[src/sawq_pkg.sv]
`default_nettype none

package sawq_pkg;

  // Field widths that the interface fixes.
  localparam int TAG_W     = 16;
  localparam int OSEQ_W    = 16;
  localparam int TIMER_W   = 16;
  localparam int QCOUNT_W  = 5;

  // Defaults for the top-level parameters.
  localparam int QUEUE_DEPTH_DEF = 16;
  localparam int SEQ_WIDTH_DEF   = 16;

  // Timeout register value after reset.
  localparam logic [TIMER_W-1:0] TIMEOUT_RESET = TIMER_W'(1000);

  typedef enum logic [1:0] {
    FUNC_ARRIVAL = 2'd0,
    FUNC_ACK     = 2'd1,
    FUNC_DONE    = 2'd2,
    FUNC_TICK    = 2'd3
  } func_t;

  typedef enum logic [1:0] {
    MODE_IDLE    = 2'd0,
    MODE_SENDING = 2'd1,
    MODE_WAIT    = 2'd2
  } mode_t;

  typedef struct packed {
    func_t              func;
    logic [TAG_W-1:0]   packet_tag;
    logic               link_busy;
  } in_t;

  typedef struct packed {
    logic                send_now;
    logic [TAG_W-1:0]    send_tag;
    logic [OSEQ_W-1:0]   send_seq;
    logic                is_resend;
    logic [1:0]          sender_mode;
    logic [QCOUNT_W-1:0] queued_count;
    logic                dropped;
  } out_t;

endpackage

`default_nettype wire

[src/stop_and_wait_sender_queue_unit.sv]
// Channel  | Direction | Ports                          | Transaction
// ---------+-----------+--------------------------------+-------------------------------------
// in       | input     | in_valid, in_stall, in_data    | one event (arrival, ACK, done, tick)
// out      | output    | out_valid, out_stall, out_data | one result per event
// cfg      | input     | cfg_we, cfg_wdata              | write of the timeout register
//
// One event is accepted per clock cycle while in_stall is low; its result is registered in
// the output (or skid) register. The FIFO read port pre-reads the head entry each cycle.
// Reset (rst_n, synchronous, active low) empties the queue and returns the sender to
// idle; no clearing pass is needed, the queue storage is simply never read unwritten.
// A stalled output holds its result; one more result fits in a skid register, and
// in_stall rises only while that skid register is occupied.

`default_nettype none

module stop_and_wait_sender_queue_unit
  import sawq_pkg::*;
#(
  parameter int QUEUE_DEPTH = QUEUE_DEPTH_DEF,
  parameter int SEQ_WIDTH   = SEQ_WIDTH_DEF
) (
  input  wire logic                clk,
  input  wire logic                rst_n,
  input  wire logic                in_valid,
  output logic                     in_stall,
  input  wire in_t                 in_data,
  output logic                     out_valid,
  input  wire logic                out_stall,
  output out_t                     out_data,
  input  wire logic                cfg_we,
  input  wire logic [TIMER_W-1:0]  cfg_wdata
);

  localparam int PW = $clog2(QUEUE_DEPTH);
  localparam int CW = $clog2(QUEUE_DEPTH + 1);
  localparam int EW = TAG_W + SEQ_WIDTH;

  typedef logic [PW-1:0]        ptr_t;
  typedef logic [CW-1:0]        cnt_t;
  typedef logic [SEQ_WIDTH-1:0] seq_t;
  typedef logic [EW-1:0]        entry_t;

  function automatic ptr_t ptr_inc(input ptr_t p);
    ptr_t r;
    if (p == PW'(QUEUE_DEPTH - 1)) begin
      r = '0;
    end else begin
      r = p + 1'b1;
    end
    return r;
  endfunction

  // Architectural state.
  mode_t              mode_r,    mode_nxt;
  seq_t               next_seq_r, next_seq_nxt;
  ptr_t               head_r,    head_nxt;
  ptr_t               tail_r,    tail_nxt;
  cnt_t               count_r,   count_nxt;
  logic [TAG_W-1:0]   last_tag_r, last_tag_nxt;
  seq_t               last_seq_r, last_seq_nxt;
  logic [TIMER_W-1:0] timer_r,   timer_nxt;
  logic               armed_r,   armed_nxt;
  logic [TIMER_W-1:0] timeout_r;

  // Queue storage: one write port at the tail, one registered read port that always
  // holds the entry at the current head.
  entry_t mem [QUEUE_DEPTH];
  entry_t rd_data_r;
  ptr_t   rd_addr;
  logic   wr_en;
  entry_t wr_data;

  // Output register and skid register.
  out_t   res;
  out_t   skid_r;
  logic   skid_valid_r;
  logic   accept;
  logic   out_hold;

  // Per-event working signals.
  logic              push, pop, send, resend, drop;
  logic [TAG_W-1:0]  s_tag;
  seq_t              s_seq;
  logic [TIMER_W-1:0] timer_dec;

  assign in_stall = skid_valid_r;
  assign accept   = in_valid && !skid_valid_r;
  assign out_hold = out_valid && out_stall;

  // Event processing. Everything is computed as if the event were accepted; the state
  // registers load only on an accepted transaction.
  always_comb begin
    mode_nxt     = mode_r;
    next_seq_nxt = next_seq_r;
    last_tag_nxt = last_tag_r;
    last_seq_nxt = last_seq_r;
    timer_nxt    = timer_r;
    armed_nxt    = armed_r;
    push         = 1'b0;
    pop          = 1'b0;
    send         = 1'b0;
    resend       = 1'b0;
    drop         = 1'b0;
    s_tag        = '0;
    s_seq        = '0;
    wr_data      = {in_data.packet_tag, next_seq_r};
    timer_dec    = timer_r - 1'b1;

    unique case (in_data.func)
      FUNC_ARRIVAL: begin
        if (mode_r == MODE_IDLE && !in_data.link_busy) begin
          // Send now; if packets are already queued the oldest one goes first and
          // the newcomer joins the back of the queue.
          next_seq_nxt = next_seq_r + 1'b1;
          send         = 1'b1;
          if (count_r == '0) begin
            s_tag = in_data.packet_tag;
            s_seq = next_seq_r;
          end else begin
            pop   = 1'b1;
            push  = 1'b1;
            s_tag = rd_data_r[EW-1 -: TAG_W];
            s_seq = rd_data_r[SEQ_WIDTH-1:0];
          end
        end else if (count_r == CW'(QUEUE_DEPTH)) begin
          // Full queue: the packet is lost and takes no sequence number.
          drop = 1'b1;
        end else begin
          push         = 1'b1;
          next_seq_nxt = next_seq_r + 1'b1;
        end
      end
      FUNC_ACK: begin
        if (mode_r == MODE_WAIT) begin
          armed_nxt = 1'b0;
          timer_nxt = '0;
          if (count_r != '0) begin
            pop   = 1'b1;
            send  = 1'b1;
            s_tag = rd_data_r[EW-1 -: TAG_W];
            s_seq = rd_data_r[SEQ_WIDTH-1:0];
          end else begin
            mode_nxt = MODE_IDLE;
          end
        end
      end
      FUNC_DONE: begin
        if (mode_r == MODE_SENDING) begin
          mode_nxt  = MODE_WAIT;
          timer_nxt = (timeout_r == '0) ? TIMER_W'(1) : timeout_r;
          armed_nxt = 1'b1;
        end
      end
      FUNC_TICK: begin
        if (armed_r && mode_r == MODE_WAIT) begin
          timer_nxt = timer_dec;
          if (timer_dec == '0) begin
            // Timeout: the last packet goes out again, link busy or not.
            armed_nxt = 1'b0;
            send      = 1'b1;
            resend    = 1'b1;
            s_tag     = last_tag_r;
            s_seq     = last_seq_r;
          end
        end else if (mode_r == MODE_IDLE && !in_data.link_busy && count_r != '0) begin
          pop   = 1'b1;
          send  = 1'b1;
          s_tag = rd_data_r[EW-1 -: TAG_W];
          s_seq = rd_data_r[SEQ_WIDTH-1:0];
        end
      end
      default: begin
      end
    endcase

    if (send) begin
      mode_nxt     = MODE_SENDING;
      last_tag_nxt = s_tag;
      last_seq_nxt = s_seq;
    end

    head_nxt  = pop  ? ptr_inc(head_r) : head_r;
    tail_nxt  = push ? ptr_inc(tail_r) : tail_r;
    count_nxt = count_r;
    if (push && !pop) begin
      count_nxt = count_r + 1'b1;
    end else if (pop && !push) begin
      count_nxt = count_r - 1'b1;
    end

    res.send_now     = send;
    res.send_tag     = s_tag;
    res.send_seq     = OSEQ_W'(s_seq);
    res.is_resend    = resend;
    res.sender_mode  = 2'(mode_nxt);
    res.queued_count = QCOUNT_W'(count_nxt);
    res.dropped      = drop;
  end

  assign wr_en   = accept && push;
  assign rd_addr = accept ? head_nxt : head_r;

  // State registers.
  always_ff @(posedge clk) begin
    if (!rst_n) begin
      mode_r     <= MODE_IDLE;
      next_seq_r <= '0;
      head_r     <= '0;
      tail_r     <= '0;
      count_r    <= '0;
      last_tag_r <= '0;
      last_seq_r <= '0;
      timer_r    <= '0;
      armed_r    <= 1'b0;
    end else if (accept) begin
      mode_r     <= mode_nxt;
      next_seq_r <= next_seq_nxt;
      head_r     <= head_nxt;
      tail_r     <= tail_nxt;
      count_r    <= count_nxt;
      last_tag_r <= last_tag_nxt;
      last_seq_r <= last_seq_nxt;
      timer_r    <= timer_nxt;
      armed_r    <= armed_nxt;
    end
  end

  // Timeout register; the user must write it only while the sender is quiet (not enforced here).
  always_ff @(posedge clk) begin
    if (!rst_n) begin
      timeout_r <= TIMEOUT_RESET;
    end else if (cfg_we) begin
      timeout_r <= cfg_wdata;
    end
  end

  // Queue memory. A write that lands on the entry being read is forwarded so the head
  // register always reflects the memory after this cycle's write.
  always_ff @(posedge clk) begin
    if (wr_en) begin
      mem[tail_r] <= wr_data;
    end
  end

  always_ff @(posedge clk) begin
    if (wr_en && (tail_r == rd_addr)) begin
      rd_data_r <= wr_data;
    end else begin
      rd_data_r <= mem[rd_addr];
    end
  end

  // Output register with one skid entry behind it.
  always_ff @(posedge clk) begin
    if (!rst_n) begin
      out_valid    <= 1'b0;
      skid_valid_r <= 1'b0;
    end else if (!out_hold) begin
      if (skid_valid_r) begin
        out_valid    <= 1'b1;
        skid_valid_r <= 1'b0;
      end else begin
        out_valid <= accept;
      end
    end else if (accept) begin
      skid_valid_r <= 1'b1;
    end
  end

  always_ff @(posedge clk) begin
    if (!out_hold) begin
      out_data <= skid_valid_r ? skid_r : res;
    end
    if (out_hold && accept) begin
      skid_r <= res;
    end
  end

endmodule

`default_nettype wire

[config.mk]
export PLATFORM = sky130hd
export DESIGN_NAME = stop_and_wait_sender_queue_unit
export DESIGN_NICKNAME = d
export VERILOG_FILES = /design/src/sawq_pkg.sv /design/src/stop_and_wait_sender_queue_unit.sv
export SDC_FILE = /design/constraint.sdc
export NUM_CORES = 1
export LEC_CHECK = 0
export ABC_CLOCK_PERIOD_IN_PS = 7590
export BUFFER_PORTS_ARGS = -buffer_cell sky130_fd_sc_hd__buf_2
export CAP_MARGIN = 0
export CORE_UTILIZATION = 45
export CTS_BUF_LIST = sky130_fd_sc_hd__clkbuf_16
export CTS_CLUSTER_DIAMETER = 200
export DETAILED_ROUTE_END_ITERATION = 8
export HOLD_SLACK_MARGIN = 0.12
export SETUP_SLACK_MARGIN = 0.1
export SKIP_LAST_GASP = 1
export SYNTH_ARGS = -nofsm -noshare
export SYNTH_HDL_FRONTEND = slang
export SYNTH_SLANG_ARGS = --single-unit
[constraint.sdc]
create_clock -name clk -period 7.59 [get_ports clk]
set_input_delay 0.3795 -clock clk [delete_from_list [all_inputs] [get_ports clk]]
set_output_delay 0.3795 -clock clk [all_outputs]
set_load 0.01 [all_outputs]
==> flow_summary.toml, run 1 <==
[clocking]
cts_root_buffer = "clkbuf_16"
worstSkewPairLatency_ns = 0.63
cts_max_level = 3
cts_tree = "done"
numCtsBuffers = 73
clk_pin_slew_ns = 0.06
clk_path_buf_depth = 3
clock_sinks = 698

[job]
cap_violations = 0

[logic_synthesis]
synthDistinctLibCells = 70
avgSynthCellArea_sq_um = 16.2
syn_area_sq_mm = 0.0289
synthArstFlopShare = 0
syn_inst = 1783
yosys_warnings = 0
synthTopCellsByCount = "edfxtp_1, mux4_2, nand2_1, dfxtp_1, clkbuf_1"
yosysTopAreaCell = "edfxtp_1"
synth-seq-area-share = 0.689
synth_enable_flop_cells = 596
ys.flop_type = "edfxtp_1"
synth_area_leaders = "edfxtp_1, mux4_2, dfxtp_1"
synth.most_common_cell = "edfxtp_1"
syn-num-nets = 1838
ys_ff_latch = 698
synth_top_area_share = 0.618

[routing]
via_count = 16400
drt-vias-per-instance = 5.92
wl_per_cell_um = 25.1
drc_errors = 0
drt-initial-drc-count = 1852
postRouteAntennaNets = 0
routed_wl_um = 69500
drt_pass1_iterations = 5

[die]
die-area_sq_mm = 0.0653
die_y_um = 256
fp.dieW_um = 256
fp.coreArea_sq_mm = 0.0633
initial_utilization = 0.457
fp-row-count = 92
io_pins = 84

[sta]
slew-limit-headroom = 0.271
setup_viol = 0
max_clock_freq_mhz = 269
tightest_slew_ns = 1.09
finalSetupTns_ns = 0
min_period_ns = 3.72
finClkSkew_ns = 0.0294
slew_violations = 0
hold_viol = 0
rsz0062_at_grt = "false"
post-route-period-util = 0.491

[setup_path]
crit-reg2reg-launch = "timer_r[0]"
reg2reg_to = "last_seq_r[2]"
cp.required_ns = 8.15
ff2ff_path_depth = 9
cp-end-kind = "flip-flop"
path_class = "flip-flop to flip-flop"
critPathLaunchType = "flip-flop"
worst_ep_arrival_time_ns = 4.28
rrSetupSlack_ns = 3.87
critPathMaxFanout = 40

[global_route]
grt_pass1_vias = 16400
antenna_found_initial = 4
gr-total-overflow = 0
grt_usage = 0.215
grt_pass1_wl_um = 105000
grt_max_degree = 90

[power]
max-vdd-ir-drop_uv = 150
p_per_area_mw_per_mm2 = 249
leakagePower_nw = 10.8

[layout]
post-route-util = 0.520
final_nets = 1925
fillers = 5158
area_growth_pct = 13.8
final_layout_size_suffix_gt1_frac = 0.235

[min_path]
min_to = "mem[4][19]"
hold_depth = 1
hold_start = "in_data[4]"
hold_class = "input pin to flip-flop"

[place]
dpl.hpwl_um = 37700
io_buffer_count = 83
gp_congestion = 0.824

[run_status]
outcome = "completed"
report_power, final:
group	switching [mW]	internal, mW
Sequential	0.0350	4.17
Clock	1.48	2.20
Combinational	0.217	0.116
cell usage in the layout (no fill, tap or decap), types with 37 or more instances in the layout:
| cell type | netlist | routed |
|---|---|---|
| nand3_1 | 43 | 43 |
| nand2_1 | 106 | 105 |
| buf_2 | 17 | 83 |
| o31ai_1 | 38 | 37 |
| edfxtp_1 | 596 | 596 |
| dfxtp_1 | 102 | 97 |
| nor2_1 | 87 | 85 |
| mux2i_1 | 51 | 51 |
| clkbuf_16 | 0 | 76 |
| nand4_1 | 42 | 42 |
| mux2_2 | 40 | 40 |
| mux4_2 | 128 | 128 |
critical path: stages, from the launching register on:
cell       delay, ns
dfxtp_1         0.37
inv_1           0.12
ha_1            0.28
or3b_1          0.50
o31ai_1         0.29
nand3_1         0.16
a2111oi_4       0.36
buf_4           0.49
and2_2          0.74
o221a_2         0.32
layer usage:
| layer | track usage | wire, um |
|---|---|---|
| met5 | 0 | 0 |
| met4 | 0.0624 | 1320 |
| met3 | 0.0336 | 4730 |
| met2 | 0.339 | 32600 |
| met1 | 0.309 | 30900 |
worst max path at each step:
stage	start	to	slack [ns]	cells after the start
final	timer_r[0]	last_seq_r[2]	3.87	9
after global routing	timer_r[0]	last_seq_r[2]	3.60	9
after CTS	timer_r[0]	last_seq_r[1]	3.91	9
after detailed placement	timer_r[0]	last_tag_r[1]	3.92	9
after global placement	timer_r[0]	last_seq_r[0]	3.96	9
after floorplan	out_valid	skid_r[0]	3.89	2
per-stage QoR:
step | cells | setup slack [ns] | instance area (sq um) | hold slack (ns) | total power [mW]
floorplan | 1783 | 3.89 | 28900 | 0.438 | 4.48
global route | 2774 | 3.60 | 32900 | 0.155 | 8.46
global placement | 2620 | 3.96 | 30200 | 0.457 | 4.61
detailed placement | 2620 | 3.92 | 30200 | 0.464 | 4.61
CTS | 2774 | 3.91 | 32900 | 0.125 | 8.29
finish | 2775 | 3.87 | 32900 | 0.161 | 8.22
registers in the layout, summed over array words and instances, names as in the netlist, named ones only:
signal      count
armed_r         1
count_r         5
head_r          4
in_stall        1
last_seq_r     16
last_tag_r     16
mem           512
mode_r          2
next_seq_r     16
out_data       42
out_valid       1
skid_r         42
tail_r          4
timeout_r      16
timer_r        16
cell families after synthesis:
| kind of cell | Yosys count | synth area share |
|---|---|---|
| simple gates | 439 | 0.0789 |
| fa+ha+maj | 15 | 0.00648 |
| buf+inv | 147 | 0.0212 |
| flops | 698 | 0.689 |
| xor+xnor | 28 | 0.00895 |
| mux | 219 | 0.133 |
| compound gates | 237 | 0.0627 |
repair_timing:
action | 4_1_cts | 5_1_grt
setup buffers | 0 | 0
gates resized for setup | 0 | 0
hold buffers | 21 | 0
endpoints found under the hold margin | 52 | 0
layout make-up:
class	count	area [sq um]	share of cell area
Antenna cell	1	2.50	0.0000760
Clock buffer	76	1900	0.0577
Clock inverter	57	583	0.0177
Inverter	19	71.3	0.00216
Multi-Input combinational cell	938	8450	0.257
Sequential cell	698	20000	0.606
Tap cell	846	1060	0.0321
Timing Repair Buffer	140	921	0.0280
Note: power is estimated with default switching activity, not from simulation.
==> run 2: changes to the inputs <==
--- a/config.mk
+++ b/config.mk
@@ -5,7 +5,7 @@
 export SDC_FILE = /design/constraint.sdc
 export NUM_CORES = 1
 export LEC_CHECK = 0
-export ABC_CLOCK_PERIOD_IN_PS = 7590
+export ABC_CLOCK_PERIOD_IN_PS = 3100
 export BUFFER_PORTS_ARGS = -buffer_cell sky130_fd_sc_hd__buf_2
 export CAP_MARGIN = 0
 export CORE_UTILIZATION = 45
==> constraint.sdc (replaced) <==
create_clock -name clk -period 3.1 [get_ports clk]
set_input_delay 0.155 -clock clk [delete_from_list [all_inputs] [get_ports clk]]
set_output_delay 0.155 -clock clk [all_outputs]
set_load 0.01 [all_outputs]
==> run 2 against run 1 <==
Maximum frequency grew 27%. Die area is the same. Register-to-register slack lost 3.7 ns. Count of clock-buffer cells in the layout shrank 1. Via count grew 1.1%. Critical path depth shrank 1. Worst hold slack gained 0.099 ns.
==> flow_summary.toml, run 2 (same netlist as run 1, synthesis figures left out) <==
[clocking]
cts_max_level = 3
worstSkewPairLatency_ns = 0.62
cts_root_buffer = "clkbuf_16"
numCtsBuffers = 72
cts_tree = "done"
clock_sinks = 698
clk_pin_slew_ns = 0.06
clk_path_buf_depth = 3

[power]
comb_power_share = 0.048
max-vdd-ir-drop_uv = 348
p_clk_frac = 0.422
switching_power_mw = 4.23
p_int_mw = 15.2
pwr-share-seq = 0.530
leakagePower_nw = 11.2
p_per_area_mw_per_mm2 = 572
swShare = 0.218

[die]
fp.coreArea_sq_mm = 0.0633
io_pins = 84
fp-row-count = 92
die-area_sq_mm = 0.0653
die_y_um = 256
initial_utilization = 0.457
fp.dieW_um = 256

[setup_path]
crit_start = "count_r[0]"
cp_slowest_stage_delay_ns = 0.46
worst_ep_arrival_time_ns = 3.23
cp-end-kind = "flip-flop"
cp.required_ns = 3.40
slowest_stage = "nor3b_1"
critPathMaxFanout = 32
setup.worst_path.end = "mem[2][29]"
rrSetupSlack_ns = 0.17
critPathLaunchType = "flip-flop"
crit-reg2reg-launch = "count_r[0]"
reg2reg_to = "mem[2][29]"
ff2ff_path_depth = 8
path_class = "flip-flop to flip-flop"
cp_cell_sequence = "inv_1, ha_1, nor3b_2, o21ai_1, and2_1, nor3b_1, and2_2, buf_12"

[min_path]
hold_depth = 3
hold_class = "input pin to flip-flop"

[sta]
hold_ws_ns = 0.260
finClkSkew_ns = 0.0193
tightest_slew_ns = 0.803
min_period_ns = 2.93
rsz0062_at_grt = "true"
slew_violations = 0
slew-limit-headroom = 0.465
setup_viol = 0
hold_viol = 0
finalSetupTns_ns = 0
post-route-period-util = 0.946
max_clock_freq_mhz = 341

[routing]
drt-initial-drc-count = 1549
wl_per_cell_um = 23.6
drt-vias-per-instance = 5.80
via_count = 16600
routed_wl_um = 67600
postRouteAntennaNets = 0
drt_pass1_iterations = 5
drc_errors = 0

[job]
cap_violations = 0

[global_route]
grt_usage = 0.208
grt_pass1_wl_um = 103000
antenna_found_initial = 2
gr-total-overflow = 0
grt_max_degree = 82
grt_pass1_vias = 16800

[layout]
final_common_cell = "edfxtp_1"
fin_area_sq_mm = 0.0339
mostFrequentLayoutCells = "edfxtp_1, mux4_2, nand2_1"
finalNonFillerCells = 2865
post-route-util = 0.535
regMostFlops = "mem"
final_layout_size_suffix_gt1_frac = 0.251
fillers = 5060
final_nets = 2014
largest_reg_flops = 512
area_growth_pct = 17.1
reg_top3 = "mem: 512 flops, out_data: 42 flops, skid_r: 42 flops"

[place]
dpl.hpwl_um = 38600
io_buffer_count = 83
place_inst = 2668
placed_area_sq_mm = 0.0310
gp_congestion = 0.855

[run_status]
outcome = "completed"
## run 2: cell types whose count changed in the layout (fill, tap and decap cells not counted), moves of 2 or more
cell           before  now
dlygate4sd3_1      21   57
buf_12              2   32
buf_4              34   57
bufinv_16          11    2
inv_1              29   35
clkinv_2           15   18
clkinv_4            0    3
clkinvlp_4          2    0
## run 2: timing repair
item | 4_1_cts | 5_1_grt
setup endpoints to repair | 0 | 91
hold buffers | 57 | 0
hold endpoints to repair | 289 | 0
resized for setup | 0 | 9
setup buffers | 0 | 5
## run 2: final cells by class
cell class / instances / area [sq um] / area share
tap: 846 / 1060 / 0.0312
sequential: 698 / 20000 / 0.589
antenna: 1 / 2.50 / 0.0000738
clock buffer: 75 / 1880 / 0.0554
timing repair buffer: 230 / 2080 / 0.0613
multi-input combinational: 938 / 8490 / 0.250
clock inverter: 58 / 365 / 0.0108
inverter: 19 / 71.3 / 0.00210
## run 2: how the worst min path moves through the flow
stage	from	end	slack, ns
after floorplan	in_data[1]	mem[0][16]	0.25
after global placement	cfg_wdata[5]	timeout_r[5]	0.37
after detailed placement	cfg_wdata[3]	timeout_r[3]	0.38
after CTS	in_data[0]	skid_r[0]	0.21
after global routing	in_data[0]	skid_r[0]	0.25
final	in_data[0]	skid_r[0]	0.26
## run 2: metrics by stage
| step | total power [mW] | setup WS (ns) |
|---|---|---|
| 5_1_grt | 20.0 | 0.0688 |
| 3_3_place_gp | 11.3 | 0.266 |
| 2_1_floorplan | 11.0 | 0.174 |
| 6_report | 19.4 | 0.169 |
| 3_5_place_dp | 11.3 | 0.124 |
| 4_1_cts | 19.5 | 0.116 |
## run 2: critical path, delay by kind of cell, from the launching register on
| kind | cells | cell delay, ns |
|---|---|---|
| compound gates | 1 | 0.28 |
| fa+ha+maj | 1 | 0.22 |
| buf+inv | 2 | 0.32 |
| flops | 1 | 0.42 |
| simple gates | 4 | 1.36 |
## run 2: layer usage
metal / vias to the layer above / routed length, um / global-route usage / share of wire
li1: 7481 / - / - / -
met1: 8545 / 29300 / 0.286 / 0.43
met2: 496 / 32800 / 0.337 / 0.49
met3: 101 / 3900 / 0.0355 / 0.058
met4: 0 / 1560 / 0.0674 / 0.023
met5: - / 0 / 0 / 0
## run 2: power by group through the flow
stage,sequential [mW],combinational (mW),clock (mW)
after floorplan,10.5,0.484,0
after global placement,10.5,0.826,0
after detailed placement,10.5,0.839,0
after CTS,10.3,0.907,8.37
after global routing,10.3,1.01,8.71
final,10.3,0.930,8.19
